--- src/rtl/core/bb3_pkg.sv ---
// shared constants and types for the 3x3 box blur stream
package bb3_pkg;

  // line store geometry
  localparam int MAX_WIDTH  = 1024;
  localparam int ADDR_W     = $clog2(MAX_WIDTH);
  localparam int LINE_W     = 16;

  // field widths
  localparam int PIX_W      = 8;
  localparam int FW_W       = 11;
  localparam int FH_W       = 16;
  localparam int COL_W      = 10;
  localparam int ROW_W      = 16;
  localparam int SUM_W      = 12;

  // configuration port
  localparam int CFG_IDX_W  = 2;
  localparam int CFG_DATA_W = 16;
  localparam logic [CFG_IDX_W-1:0] REG_FRAME_WIDTH  = 2'd0;
  localparam logic [CFG_IDX_W-1:0] REG_FRAME_HEIGHT = 2'd1;

  // reset frame size
  localparam logic [FW_W-1:0] WIDTH_RESET  = 11'd640;
  localparam logic [FH_W-1:0] HEIGHT_RESET = 16'd480;
  localparam logic [FW_W-1:0] WIDTH_MIN    = 11'd3;
  localparam logic [FH_W-1:0] HEIGHT_MIN   = 16'd3;

  // divide by 9 as multiply by ceil(2^16 / 9), exact for sums up to 2295
  localparam int RECIP_W    = 13;
  localparam int RECIP_SH   = 16;
  localparam logic [RECIP_W-1:0] RECIP_NINE = 13'd7282;

  // output queue
  localparam int FIFO_DEPTH = 4;
  localparam int FIFO_PTR_W = $clog2(FIFO_DEPTH);
  localparam int FIFO_CNT_W = $clog2(FIFO_DEPTH + 1);

  typedef struct packed {
    logic [PIX_W-1:0] mean_value;
    logic [COL_W-1:0] out_col;
    logic [ROW_W-1:0] out_row;
    logic             frame_end;
  } result_t;

endpackage

--- src/rtl/core/bb3_out_fifo.sv ---
// small result queue between the filter pipeline and the output channel
module bb3_out_fifo (
  input  logic                           clk,
  input  logic                           rst,
  input  logic                           push,
  input  bb3_pkg::result_t               push_data,
  input  logic                           pop,
  output logic                           not_empty,
  output bb3_pkg::result_t               head,
  output logic [bb3_pkg::FIFO_CNT_W-1:0] count
);

  bb3_pkg::result_t                  mem [bb3_pkg::FIFO_DEPTH];
  logic [bb3_pkg::FIFO_PTR_W-1:0]    wr_ptr;
  logic [bb3_pkg::FIFO_PTR_W-1:0]    rd_ptr;
  logic                              do_pop;

  assign not_empty = (count != '0);
  assign head      = mem[rd_ptr];
  assign do_pop    = pop && not_empty;

  // storage
  always_ff @(posedge clk) begin
    if (push) begin
      mem[wr_ptr] <= push_data;
    end
  end

  // pointers and fill count
  always_ff @(posedge clk) begin
    if (rst) begin
      wr_ptr <= '0;
      rd_ptr <= '0;
      count  <= '0;
    end else begin
      if (push) begin
        wr_ptr <= wr_ptr + 1'b1;
      end
      if (do_pop) begin
        rd_ptr <= rd_ptr + 1'b1;
      end
      if (push && !do_pop) begin
        count <= count + 1'b1;
      end else if (!push && do_pop) begin
        count <= count - 1'b1;
      end
    end
  end

endmodule

--- config.mk ---
export PLATFORM = sky130hd
export DESIGN_NAME = bb3_out_fifo
export DESIGN_NICKNAME = d
export VERILOG_FILES = /design/src/rtl/core/bb3_pkg.sv /design/src/rtl/core/bb3_out_fifo.sv
export SDC_FILE = /design/constraint.sdc
export NUM_CORES = 1
export LEC_CHECK = 0
export BUFFER_PORTS_ARGS = -buffer_cell sky130_fd_sc_hd__buf_2
export CAP_MARGIN = 10
export CORE_MARGIN = 3
export CORE_UTILIZATION = 35
export CTS_CLUSTER_DIAMETER = 120
export DETAILED_ROUTE_END_ITERATION = 6
export PLACE_DENSITY = 0.57
export SYNTH_ARGS = -nofsm -noshare
export SYNTH_HDL_FRONTEND = slang
export SYNTH_SLANG_ARGS = --single-unit
--- constraint.sdc ---
create_clock -name clk -period 2.86 [get_ports clk]
set_input_delay 0.143 -clock clk [delete_from_list [all_inputs] [get_ports clk]]
set_output_delay 0.143 -clock clk [all_outputs]
set_load 0.01 [all_outputs]
==> impl_metrics.csv <==
group,metric,value,unit
logic_synthesis,synth.lib_cells_used.distinct,22,
critical_path,path_class,"flip-flop to flip-flop",
cts,tritoncts,"yes",
grt,global_route_wire_length_before_repair,16300,microns
detailed_routing,number_of_search_and_repair_iterations_in_the_first_detailed_routing_pass,4,
cts,cts.path.max_buffers,2,
logic_synthesis,synth_top_family_by_area,"multiplexers",
logic_synthesis,synth_simple_gate_area_share,1.15,%
power,pwr_density_cell,844,nW/um^2
detailed_routing,highest_layer,"met4",
detailed_routing,detail_route.vias_per_cell,4.53,
die,floorplan.initialDensity,36.1,%
cts,cts_inserted_buffers,17,
sta,timing_worst_slew_pin_value,621,ps
sta,rsz0062_at_grt,"false",
final_layout,n_fill_cell,1322,
critical_path,timing.critical_path.buf_inv,1,
logic_synthesis,seq_area_frac_synth,79.2,%
logic_synthesis,syn_area,5530,sq um
die,floorplan.core_area,15300,sq um
sta,post-route-period-util,77.3,%
run,cap_viol_max_count,0,
detailed_routing,wl_met2,4810,microns
final_layout,finalNonFillerCells,580,
die,num_io_pins,78,
place,post-place-ws,670,ps
logic_synthesis,synth_seq_cells,149,
detailed_routing,routed_wl_met3,499,microns
critical_path,max_stage_delay,400,ps
final_layout,final_nets,401,
place,place_hpwl,5750,microns
sta,finalHoldWorstSlack,67.8,ps
sta,setup_tns,0,ps
sta,max_slew_margin_vs_limit,58.6,%
logic_synthesis,postSynthCellCount,226,
sta,hold_viol,0,
detailed_routing,drt_wl_total,10100,microns
final_layout,most-common-layout-cells,"edfxtp_1 (140), buf_2 (77), dlygate4sd3_1 (36)",
logic_synthesis,synth_compound_area_share,0.475,%
final_layout,multiInputGateArea,1050,sq um
critical_path,worst_setup_path_end_kind,"flip-flop",
logic_synthesis,synth_area_per_cell,24.5,sq um
cts,tritoncts_num_sinks,149,
place,routabilityCongestion,0.694,
final_layout,area.growth.synth_to_final,29.1,%
die,die_y,132,microns
cts,clock_pin_slew_worst_setup_and_hold_paths,60,ps
logic_synthesis,muxShareOfSynthArea,14.9,%
cts,clock_insertion_delay_worst_skew,410,ps
die,die_w,132,microns
final_layout,regArea,4390,sq um
critical_path,cp-start-kind,"flip-flop",
sta,slew_violations,0,
sta,finalCriticalPeriod,2210,ps
hold_path,hp-class,"primary input to flip-flop",
cts,cts.htree.levels,4,
critical_path,arrival,2550,ps
cts,post_cts.repair.setup_buffers,0,
detailed_routing,drt-wirelength-per-cell,17.5,microns
sta,timing.clock.skew,8.24,ps
logic_synthesis,yosys_warnings,0,
detailed_routing,routed_vias,2629,
critical_path,critical_path.cell_chain,"o31ai_1 -> ha_1 -> inv_1 -> fa_1 -> xor2_1 -> or3_1 -> a21oi_1",
grt,gr-total-overflow,0,
logic_synthesis,post_synth_fa_ha_maj_area_fraction,1.49,%
power,design_power_total,6.03,mW
grt,grt_start_max_net_pins,36,
grt,globalRouteTotalUtil,12.6,%
die,placementRows,45,
final_layout,utilization,46.6,%
final_layout,most_common_cell_after_layout_fill_and_taps_aside,"edfxtp_1",
grt,grt_pass1_vias,2930,
critical_path,worst-path-max-fanout,6,
detailed_routing,drt_iter0_markers,182,
sta,achievable-frequency,0.452,GHz
critical_path,cpMaxStageDelayCell,"o31ai_1",
sta,setup_ws,648,ps
power,worst_ir_drop_vdd,0.000504,V
power,p_leak,2.48,nW
place,port-buffer-count,77,
die,floorplan.die_area,17400,sq um
critical_path,timing.critical_path.required,3200,ps
detailed_routing,route.detailed.drc,0,
detailed_routing,antenna_left,0,
final_layout,drive_gt1_share,39.9,%
logic_synthesis,synth_nets,271,
sta,timing.final.setup_violations,0,
logic_synthesis,synth_xor_xnor_area_share,0.791,%
final_layout,finalInstanceArea,7140,sq um
place,placedInstanceArea,6190,sq um
run_status,outcome,"complete, no violations",
grt,grt_antenna_before_repair,1,
place,post-place-cells,512,
detailed_routing,met1Wirelength,4630,microns
cts,root_buf_cell,"clkbuf_16",
critical_path,critPathTopFamily,"adder cells",
[synth_stat cells (all sizes together)]
cell	count	area [sq um]
fa	1	20.0
edfxtp	140	4200
a21oi	1	5.00
buf	7	86.3
clkbuf	2	8.75
o21ai	1	5.00
o31ai	1	7.51
inv	3	11.3
and2	4	25.0
xor2	4	35.0
o311ai	1	8.76
or3	2	12.5
mux2i	2	20.0
ha	5	62.6
dfxtp	9	180
nor2	7	26.3
mux4	35	807
xnor2	1	8.76
[where the power goes]
part / internal, mW / leakage [nW] / switching, mW / total (mW)
Combinational: 0.626 / 0.829 / 0.572 / 1.20
Sequential: 2.53 / 1.36 / 0.0794 / 2.61
Clock: 1.43 / 0.292 / 0.791 / 2.23
Total: 4.59 / 2.48 / 1.44 / 6.03
[flip-flops by register name, summed over array words and instances, names as in the netlist, named ones only]
signal and count:
count 3, mem 140, rd_ptr 2, wr_ptr 2
[logic make-up (layout without fill, tap and decap cells)]
kind of cell	Yosys count	in the layout
buf+inv	12	154
mux	37	37
flops	149	149
compound gates	4	4
xor+xnor	5	5
other cells	0	1
simple gates	13	13
fa+ha+maj	6	6
[what timing repair did]
item / in CTS / in global routing
endpoints found under the hold margin: 147 / 0
hold buffers: 36 / 0
gates resized for setup: 0 / 0
[cell type report]
cell class | instances | area share [%]
multi-input combinational | 65 | 14.7
tap | 211 | 3.70
antenna | 1 | 0.0350
clock inverter | 13 | 2.30
timing repair buffer | 120 | 11.7
inverter | 3 | 0.158
clock buffer | 18 | 6.01
sequential | 149 | 61.4
[tightest hold or removal path: stages]
cell     delay (ps)
buf_2           150
xnor2_1          80
nor2_1           70
[worst paths after layout]
kind,slack [ps],startpoint,depth (start not counted),to
max,650,count[0],7,count[2]
min,70,push,3,wr_ptr[0]
max reg2reg,650,count[0],7,count[2]
min reg2reg,530,rd_ptr[1],2,rd_ptr[1]
[layer usage]
layer,track usage [%],vias up
met5,0,-
met3,4.35,13
met2,19.3,63
met1,16.5,1341
met4,5.89,0
li1,-,1212
Power figures use the tool's default switching activity.
